==> src/rtl/lurs_pkg.sv <==
package lurs_pkg;

	localparam int NUM_TABLES_DEF  = 16;
	localparam int MAX_ENTRIES_DEF = 32;

	localparam int COUNT_W = 8;
	localparam logic [COUNT_W-1:0] COUNT_MAX = 8'hFF;

	typedef struct packed {
		logic [3:0] table_id;
		logic [5:0] entry_count;
		logic [4:0] pick;
	} req_t;

	typedef struct packed {
		logic [4:0]         chosen_index;
		logic [COUNT_W-1:0] new_count;
		logic               pick_clamped;
	} rsp_t;

	typedef enum logic [2:0] {
		ST_CLEAR,
		ST_IDLE,
		ST_MIN,
		ST_MIN_END,
		ST_SCAN,
		ST_SCAN_END,
		ST_DONE
	} state_t;

endpackage

==> src/rtl/lurs_count_ram.sv <==
module lurs_count_ram #(
	parameter int DEPTH = lurs_pkg::NUM_TABLES_DEF * lurs_pkg::MAX_ENTRIES_DEF,
	localparam int AW = $clog2(DEPTH)
) (
	input  logic                         clk,
	input  logic                         wr_en,
	input  logic [AW-1:0]                wr_addr,
	input  logic [lurs_pkg::COUNT_W-1:0] wr_data,
	input  logic                         rd_en,
	input  logic [AW-1:0]                rd_addr,
	output logic [lurs_pkg::COUNT_W-1:0] rd_data
);

	logic [lurs_pkg::COUNT_W-1:0] mem [DEPTH];

	always_ff @(posedge clk) begin
		if (wr_en) begin
			mem[wr_addr] <= wr_data;
		end
	end

	always_ff @(posedge clk) begin
		if (rd_en) begin
			rd_data <= mem[rd_addr];
		end
	end

endmodule

==> src/rtl/least_used_random_select.sv <==
// Channel  Dir  Payload          Handshake
// req      in   lurs_pkg::req_t  req_valid / req_stall
// rsp      out  lurs_pkg::rsp_t  rsp_valid / rsp_stall
//
// One request at a time: a request to a valid table takes two read passes over
// its row in the single count RAM, one read a cycle, plus the write-back.
// After reset a clearing pass zeroes the RAM, one entry a cycle; req_stall
// stays high meanwhile.
// A result waiting in the output register does not block the next request;
// only its result and write-back wait until the output register frees up.
module least_used_random_select #(
	parameter int NUM_TABLES  = lurs_pkg::NUM_TABLES_DEF,
	parameter int MAX_ENTRIES = lurs_pkg::MAX_ENTRIES_DEF
) (
	input  logic           clk,
	input  logic           arst_n,
	input  logic           req_valid,
	output logic           req_stall,
	input  lurs_pkg::req_t req,
	output logic           rsp_valid,
	input  logic           rsp_stall,
	output lurs_pkg::rsp_t rsp
);

	localparam int DEPTH = NUM_TABLES * MAX_ENTRIES;
	localparam int AW    = $clog2(DEPTH);
	localparam int IW    = $clog2(MAX_ENTRIES);
	localparam int CW    = $clog2(MAX_ENTRIES + 1);

	lurs_pkg::state_t state_q, state_d;

	logic [AW-1:0]                clr_addr_q;
	logic [AW-1:0]                base_q;
	logic [IW-1:0]                last_q;
	logic [4:0]                   pick_q;
	logic                         hit_q;
	logic [IW-1:0]                idx_q;
	logic                         rv_s1;
	logic [IW-1:0]                ridx_s1;
	logic [lurs_pkg::COUNT_W-1:0] rdata_s1;
	logic [lurs_pkg::COUNT_W-1:0] min_q;
	logic [CW-1:0]                seen_q;
	logic                         found_q;
	logic [IW-1:0]                chosen_q;
	logic [IW-1:0]                lastc_q;
	lurs_pkg::rsp_t               rsp_q;
	logic                         rsp_valid_q;

	logic                         rd_en;
	logic [AW-1:0]                rd_addr;
	logic                         wr_en;
	logic [AW-1:0]                wr_addr;
	logic [lurs_pkg::COUNT_W-1:0] wr_data;
	logic                         load_rsp;
	logic                         req_acc;
	logic [31:0]                  req_n;
	logic                         req_hit;
	logic [IW-1:0]                sel_idx;
	logic [lurs_pkg::COUNT_W-1:0] inc_count;
	logic                         pass1;
	logic                         pass2;

	// clamp the entry count to 1..MAX_ENTRIES
	always_comb begin
		req_n = 32'(req.entry_count);
		if (req_n == 32'd0) begin
			req_n = 32'd1;
		end
		if (req_n > 32'(MAX_ENTRIES)) begin
			req_n = 32'(MAX_ENTRIES);
		end
	end

	assign req_hit   = 32'(req.table_id) < 32'(NUM_TABLES);
	assign req_acc   = req_valid && !req_stall;
	assign sel_idx   = found_q ? chosen_q : lastc_q;
	assign inc_count = (min_q == lurs_pkg::COUNT_MAX) ? lurs_pkg::COUNT_MAX
	                                                  : min_q + 8'd1;
	assign rd_addr   = base_q + AW'(idx_q);
	assign pass1     = rv_s1 && (state_q == lurs_pkg::ST_MIN || state_q == lurs_pkg::ST_MIN_END);
	assign pass2     = rv_s1 && (state_q == lurs_pkg::ST_SCAN || state_q == lurs_pkg::ST_SCAN_END);

	always_ff @(posedge clk or negedge arst_n) begin
		if (!arst_n) begin
			state_q <= lurs_pkg::ST_CLEAR;
		end else begin
			state_q <= state_d;
		end
	end

	always_comb begin
		state_d   = state_q;
		req_stall = 1'b1;
		rd_en     = 1'b0;
		wr_en     = 1'b0;
		wr_addr   = clr_addr_q;
		wr_data   = '0;
		load_rsp  = 1'b0;
		unique case (state_q)
			lurs_pkg::ST_CLEAR: begin
				wr_en = 1'b1;
				if (clr_addr_q == AW'(DEPTH - 1)) begin
					state_d = lurs_pkg::ST_IDLE;
				end
			end
			lurs_pkg::ST_IDLE: begin
				req_stall = 1'b0;
				if (req_valid) begin
					state_d = req_hit ? lurs_pkg::ST_MIN : lurs_pkg::ST_DONE;
				end
			end
			lurs_pkg::ST_MIN: begin
				rd_en = 1'b1;
				if (idx_q == last_q) begin
					state_d = lurs_pkg::ST_MIN_END;
				end
			end
			lurs_pkg::ST_MIN_END: begin
				state_d = lurs_pkg::ST_SCAN;
			end
			lurs_pkg::ST_SCAN: begin
				rd_en = 1'b1;
				if (idx_q == last_q) begin
					state_d = lurs_pkg::ST_SCAN_END;
				end
			end
			lurs_pkg::ST_SCAN_END: begin
				state_d = lurs_pkg::ST_DONE;
			end
			lurs_pkg::ST_DONE: begin
				if (!rsp_valid_q || !rsp_stall) begin
					load_rsp = 1'b1;
					wr_en    = hit_q;
					wr_addr  = base_q + AW'(sel_idx);
					wr_data  = inc_count;
					state_d  = lurs_pkg::ST_IDLE;
				end
			end
			default: begin
				state_d = lurs_pkg::ST_IDLE;
			end
		endcase
	end

	always_ff @(posedge clk or negedge arst_n) begin
		if (!arst_n) begin
			clr_addr_q  <= '0;
			rv_s1       <= 1'b0;
			rsp_valid_q <= 1'b0;
			found_q     <= 1'b0;
		end else begin
			if (state_q == lurs_pkg::ST_CLEAR) begin
				clr_addr_q <= clr_addr_q + AW'(1);
			end
			rv_s1 <= rd_en;
			if (req_acc) begin
				found_q <= 1'b0;
			end else if (pass2 && rdata_s1 == min_q && !found_q
			             && 32'(seen_q) == 32'(pick_q)) begin
				found_q <= 1'b1;
			end
			if (load_rsp) begin
				rsp_valid_q <= 1'b1;
			end else if (!rsp_stall) begin
				rsp_valid_q <= 1'b0;
			end
		end
	end

	always_ff @(posedge clk) begin
		ridx_s1 <= idx_q;
		if (req_acc) begin
			base_q  <= AW'(32'(req.table_id) * 32'(MAX_ENTRIES));
			last_q  <= IW'(req_n - 32'd1);
			pick_q  <= req.pick;
			hit_q   <= req_hit;
			idx_q   <= '0;
			min_q   <= lurs_pkg::COUNT_MAX;
			seen_q  <= '0;
			chosen_q <= '0;
			lastc_q <= '0;
		end
		if (state_q == lurs_pkg::ST_MIN || state_q == lurs_pkg::ST_SCAN) begin
			idx_q <= idx_q + IW'(1);
		end else if (state_q == lurs_pkg::ST_MIN_END) begin
			idx_q <= '0;
		end
		if (pass1 && rdata_s1 < min_q) begin
			min_q <= rdata_s1;
		end
		// second pass: remember the pick-th candidate and the last one seen
		if (pass2 && rdata_s1 == min_q) begin
			lastc_q <= ridx_s1;
			if (!found_q) begin
				if (32'(seen_q) == 32'(pick_q)) begin
					chosen_q <= ridx_s1;
				end else begin
					seen_q <= seen_q + CW'(1);
				end
			end
		end
		if (load_rsp) begin
			rsp_q.chosen_index <= hit_q ? 5'(sel_idx) : 5'd0;
			rsp_q.new_count    <= hit_q ? inc_count : '0;
			rsp_q.pick_clamped <= hit_q && !found_q;
		end
	end

	lurs_count_ram #(
		.DEPTH(DEPTH)
	) u_ram (
		.clk    (clk),
		.wr_en  (wr_en),
		.wr_addr(wr_addr),
		.wr_data(wr_data),
		.rd_en  (rd_en),
		.rd_addr(rd_addr),
		.rd_data(rdata_s1)
	);

	assign rsp_valid = rsp_valid_q;
	assign rsp       = rsp_q;

endmodule

==> config.mk <==
export PLATFORM = sky130hd
export DESIGN_NAME = least_used_random_select
export DESIGN_NICKNAME = d
export VERILOG_FILES = /design/src/rtl/lurs_pkg.sv /design/src/rtl/lurs_count_ram.sv /design/src/rtl/least_used_random_select.sv
export SDC_FILE = /design/constraint.sdc
export NUM_CORES = 2
export LEC_CHECK = 0
export BUFFER_PORTS_ARGS = -buffer_cell sky130_fd_sc_hd__buf_2
export CORE_MARGIN = 2
export CORE_UTILIZATION = 65
export CTS_CLUSTER_DIAMETER = 30
export DETAILED_ROUTE_END_ITERATION = 16
export HOLD_SLACK_MARGIN = 0.06
export PLACE_DENSITY_LB_ADDON = 0.2
export RECOVER_POWER = 50
export SYNTH_ARGS = -nofsm -noshare
export SYNTH_HDL_FRONTEND = slang
export SYNTH_HIERARCHICAL = 1
export SYNTH_SLANG_ARGS = --single-unit
==> constraint.sdc <==
create_clock -name clk -period 46.3 [get_ports clk]
set_clock_uncertainty 0.05 [all_clocks]
set_input_delay 6.945 -clock clk [delete_from_list [all_inputs] [get_ports clk]]
set_output_delay 6.945 -clock clk [all_outputs]
set_load 0.02 [all_outputs]
; Word level (Yosys, flattened, before mapping)
; Memory sizes are Yosys's and may differ from the RTL's. A register that Yosys moved wholly into a read port is not among the register bits.
; Index checks and enable logic that the tools add are counted.
[word_totals]
regBits = 77
ramBits = 4096
inputBits = 19
output_inout_bits = 16
wordCells = 105
mem_count = 1
[classes]
n_addsub = 7
n_lt_le_gt_ge = 2
eq_ne = 17
n_mux = 39
n_reduce_logical = 22
[memory_table]
columns = name, words, word_bits, rd, rd_ports_with_merged_regs, write_ports, line
row1 = u_ram.mem, 512, 8, 1, 1, 1, lurs_count_ram.sv:14  ; logic [lurs_pkg::COUNT_W-1:0] mem [DEPTH];
[ops]
columns = op, n
row1 = two-way mux 5 bit, 10
row2 = two-way mux 8 bit, 5
row3 = two-way mux 6 bit, 5
row4 = one-hot mux 3 bit (7 select lines), 1
row5 = adder 9 x 5 -> 9 bit, 2
row6 = two-way mux 9 bit, 2
row7 = two-way mux 3 bit, 5
row8 = two-way mux 1 bit, 10
row9 = adder 9 x 1 -> 9 bit (second input constant), 1
row10 = equality test 3 bit (second input constant), 3
row11 = equality test 9 bit (second input constant), 1
row12 = adder 8 x 1 -> 8 bit (second input constant), 1
row13 = equality test 8 bit, 1
row14 = equality test 8 bit (second input constant), 1
row15 = less-than comparator 8 bit, 1
row16 = logical AND 1 bit, 7
row17 = adder 6 x 1 -> 6 bit (second input constant), 1
row18 = equality test 3 x 2 -> 1 bit (second input constant), 2
row19 = equality test 6 x 5 -> 1 bit, 1
row20 = > comparator 6 bit (second input constant), 1
row21 = logical NOT 6 bit, 1
row22 = inequality test 2 x 1 -> 1 bit (second input constant), 3
row23 = inequality test 2 bit (second input constant), 3
row24 = nonzero test 2 bit, 3
row25 = 11 further kinds, 16

; Depth between registers and ports, before layout
[depth]
depth_word = 8
ltp_mapped = 12

; Modules after synthesis
; The synthesis kept the hierarchy.
[by_module_without_submodules]
columns = module, n_inst, cells_each, area_per_inst_um2
row1 = lurs_count_ram, 1, 8030, 160007.2
row2 = least_used_random_select, 1, 331, 3714.8

; Worst setup path before layout
; OpenSTA, ideal clock, no wires.
[synth_timing]
path_type = in2reg
from = in rsp_stall
to = mem u_ram/mem[0][0] in the netlist's numbering, data pin
setup_ns = 2.950
t_arrival_ns = 21.109
t_required_ns = 43.300
slack_ns = 22.191
stages = 4
path_cell_list = nand2_1 -> nand4_1 -> buf_2 -> a21oi_1
[synth_via]
elab_chain_cells = 4
[synth_lines]
columns = element, line
row1 = start: declaration, least_used_random_select.sv:21  ; input logic rsp_stall,
row2 = logical NOT 1 bit, -
row3 = logical OR 1 bit, least_used_random_select.sv:131  ; if (!rsp_valid_q || !rsp_stall) begin
row4 = two-way mux 8 bit, least_used_random_select.sv:131
row5 = two-way mux 8 bit, least_used_random_select.sv:99  ; unique case (state_q)
row6 = "net wr_data, one bit", least_used_random_select.sv:53  ; logic [lurs_pkg::COUNT_W-1:0] wr_data;
row7 = end: declaration, lurs_count_ram.sv:14
; The timed path passes the listed nets, and every way through them passes these cells.

; Worst setup path in the final report
[layout_timing]
from = in rsp_stall
to = mem u_ram/mem[320][1] in the netlist's numbering, data pin
; Same word-level chain as after synthesis.

==> impl_metrics.tcl <==
set metrics [dict create \
    nNetsFinal 8683 \
    grt_overflow 0 \
    grt_pass1_vias 87800 \
    clk_pin_slew_worst_paths_ns 0.05 \
    cpMostUsedCell "clkbuf_1" \
    rr_worst_depth 7 \
    dieArea_sq_um 256000 \
    initial_core_util 0.652 \
    finalSetupViolCount 0 \
    drt_iter0_drc 15600 \
    areaGrowthSynthToFinish_pct 14.6 \
    post-cts-setup-buffers 0 \
    gp_congestion 0.968 \
    setup_slack_ns 23.88 \
    drtAntennaViolNets 0 \
    fin_setup_tns_ns 0 \
    fin_crit_sh 0.484 \
    totalPowerFinal_mw 12.0 \
    hold_class "register to register" \
    ys_ff_latch 4181 \
    cp.depth 9 \
    totalWireLength_um 446000 \
    netlist_instances 8361 \
    grt_pass1_wl_um 636000 \
    hpwlAfterDp_um 252000 \
    powerDensity_nw_per_um2 64.0 \
    synth_enable_flop_cells 4150 \
    yosys_warnings 6 \
    ir_drop_mv 0.0531 \
    fp.dieW_um 506 \
    syn_nets 8396 \
    path_class "input port to register" \
    violations "max-capacitance violations, max-slew violations" \
    die_y_um 506 \
    p_leak_nw 60.6 \
    io_pins 35 \
    ys.flop_type "edfxtp_1" \
    crit_family "buffers and inverters" \
    htreeDepth 6 \
    cp_cell_sequence "buf_2 -> nand2_1 -> nand4_1 -> clkbuf_1 -> clkinv_1 -> and2_0 -> clkbuf_1 -> clkbuf_1 -> buf_4" \
    fp.coreArea_sq_um 251000 \
    vias 89900 \
    cts-root-buf "clkbuf_16" \
    clock-sinks 4181 \
    rows 184 \
    drc 0 \
    crit_arrival_ns 22.95 \
    whs_ns 0.395 \
    hold_viol_final 0 \
    synth-async-reset-ratio 0.00359 \
    synth.distinct_cells 69 \
    drive_above_1_share 0.203 \
    portBuffers 34 \
    first_pass_iters 9 \
    insertion_delay_ns 0.95 \
    syn_area_sq_um 164000 \
    syn_area_per_cell_sq_um 19.6 \
    required_ns 46.83 \
    ctsResizeCount 0 \
    slew_viol_final 4734 \
    cp-start-kind "input port" \
    routedWlPerCell_um 35.5 \
    grt_usage 0.346 \
    yosysSeqAreaShare 0.765 \
    antenna_found_initial 35 \
    finalCriticalPeriod_ns 22.42 \
    timing.max_cap.violations 67 \
    most-common-layout-cells "edfxtp_1, mux2i_1, mux4_2" \
    end_kind "register" \
    grt_start_max_net_pins 176 \
    cts_made_buffers 622 \
    critical_path_buf_inv_count 6 \
    tightest_slew_ns 10.44 \
    pre_cts_slack_ns 34.37 \
    slew_headroom -5.96 \
    hold_buffers 0 \
    detail_route.vias_per_cell 7.17 \
    crit_slowest_cell "clkbuf_1" \
    cp_max_fo 160 \
    cp_slowest_stage_delay_ns 7.00 \
    cts_buffer_depth 4 \
    min_path_cells 2 \
    rsz0062_at_grt "no" \
    final_common_cell "edfxtp_1" \
    status "finished with violations" \
    max_freq_mhz 44.6 \
    cts_tree "built" \
]
-- worst register-to-register path, cell delays in order, from the launching register on --
cell      delay [ns]
edfxtp_1        0.47
ha_1            0.23
and3_1          0.21
and2_0          0.23
nand4_1         0.69
a21oi_4         0.31
clkbuf_1        7.21
clkbuf_1        6.25
-- through the flow --
step	util	cell area (sq um)	std cells
5_1_grt	0.748	188000	12500
3_3_place_gp	0.664	167000	11400
3_5_place_dp	0.664	167000	11400
4_1_cts	0.749	188000	12500
6_report	0.748	188000	12500
2_1_floorplan	-	164000	8361
-- cell usage after synthesis (33+ instances only) --
master,number,area share
mux4_2,654,0.090
buf_6,65,0.0045
buf_2,61,0.0019
nand4_1,38,0.0015
o22ai_1,165,0.0063
nor3_1,112,0.0034
buf_1,41,0.00094
o21ai_0,133,0.0041
clkbuf_1,266,0.0061
mux2i_1,797,0.049
a22oi_1,61,0.0028
buf_4,71,0.0033
nand2_1,156,0.0036
edfxtp_1,4150,0.76
and2_1,33,0.0013
o221ai_1,372,0.020
nor4_1,37,0.0014
a21oi_1,209,0.0064
nand3_1,47,0.0014
nor2_1,608,0.014
-- cell families (layout without fill, tap and decap cells) --
kind of cell | Yosys count | after routing | synth area share
AO/OA/AOI/OAI | 1028 | 1028 | 0.0439
AND/OR/NAND/NOR | 1105 | 1105 | 0.0298
adder cells (fa/ha/maj) | 16 | 16 | 0.00122
XOR/XNOR | 24 | 24 | 0.00128
flip-flops | 4181 | 4181 | 0.765
other | 0 | 14 | 0
multiplexers | 1464 | 1464 | 0.140
buffers and inverters | 543 | 1354 | 0.0188
-- where the power goes --
group          total, mW  switching [mW]  internal, mW  leakage [nW]
Sequential          4.37          0.0257          4.35          38.5
Combinational       2.89            1.88          1.00          11.8
Clock               4.75            1.82          2.93          10.3
Total               12.0            3.73          8.28          60.6
-- path summary, 6_finish.rpt --
kind                       startpoint  slack, ns                end
setup / recovery            rsp_stall      23.88  u_ram/mem[320][1]
hold reg to reg            ridx_s1[0]       0.40        chosen_q[0]
hold / removal             ridx_s1[0]       0.40        chosen_q[0]
max in group asynchronous      arst_n      39.39      clr_addr_q[2]
min in group asynchronous      arst_n       6.14         state_q[0]
setup reg to reg             min_q[0]      29.08  u_ram/mem[341][3]
-- registers in the layout (all words and copies together), names as in the netlist --
register and cells:
ridx_s1 5, last_q 5, chosen_q 5, lastc_q 5, pick_q 5, found_q 1
idx_q 5, min_q 8, clr_addr_q 9, rv_s1 1, rsp_valid 1, state_q 3
rsp 14, u_ram/rd_data 8, base_q 4, u_ram/mem 4096, seen_q 6
-- metal layers --
metal / global-route usage / up-vias / part of all wire
met1: 0.482 / 45500 / 0.35
met4: 0.139 / 24 / 0.046
met3: 0.102 / 1289 / 0.14
met5: 0 / - / 0.00042
met2: 0.524 / 7694 / 0.46
li1: - / 35500 / -
-- cell type report --
class	instances	area (sq um)
well taps	3348	4190
multi-input cells	3637	35500
flip-flops and latches	4181	125000
inverters	23	93.8
clock buffers	677	16000
repair buffers	183	1080
fillers	13300	63300
clock inverters	471	5420
diodes	14	35.0
No activity file was read; power rests on OpenSTA's default activity.
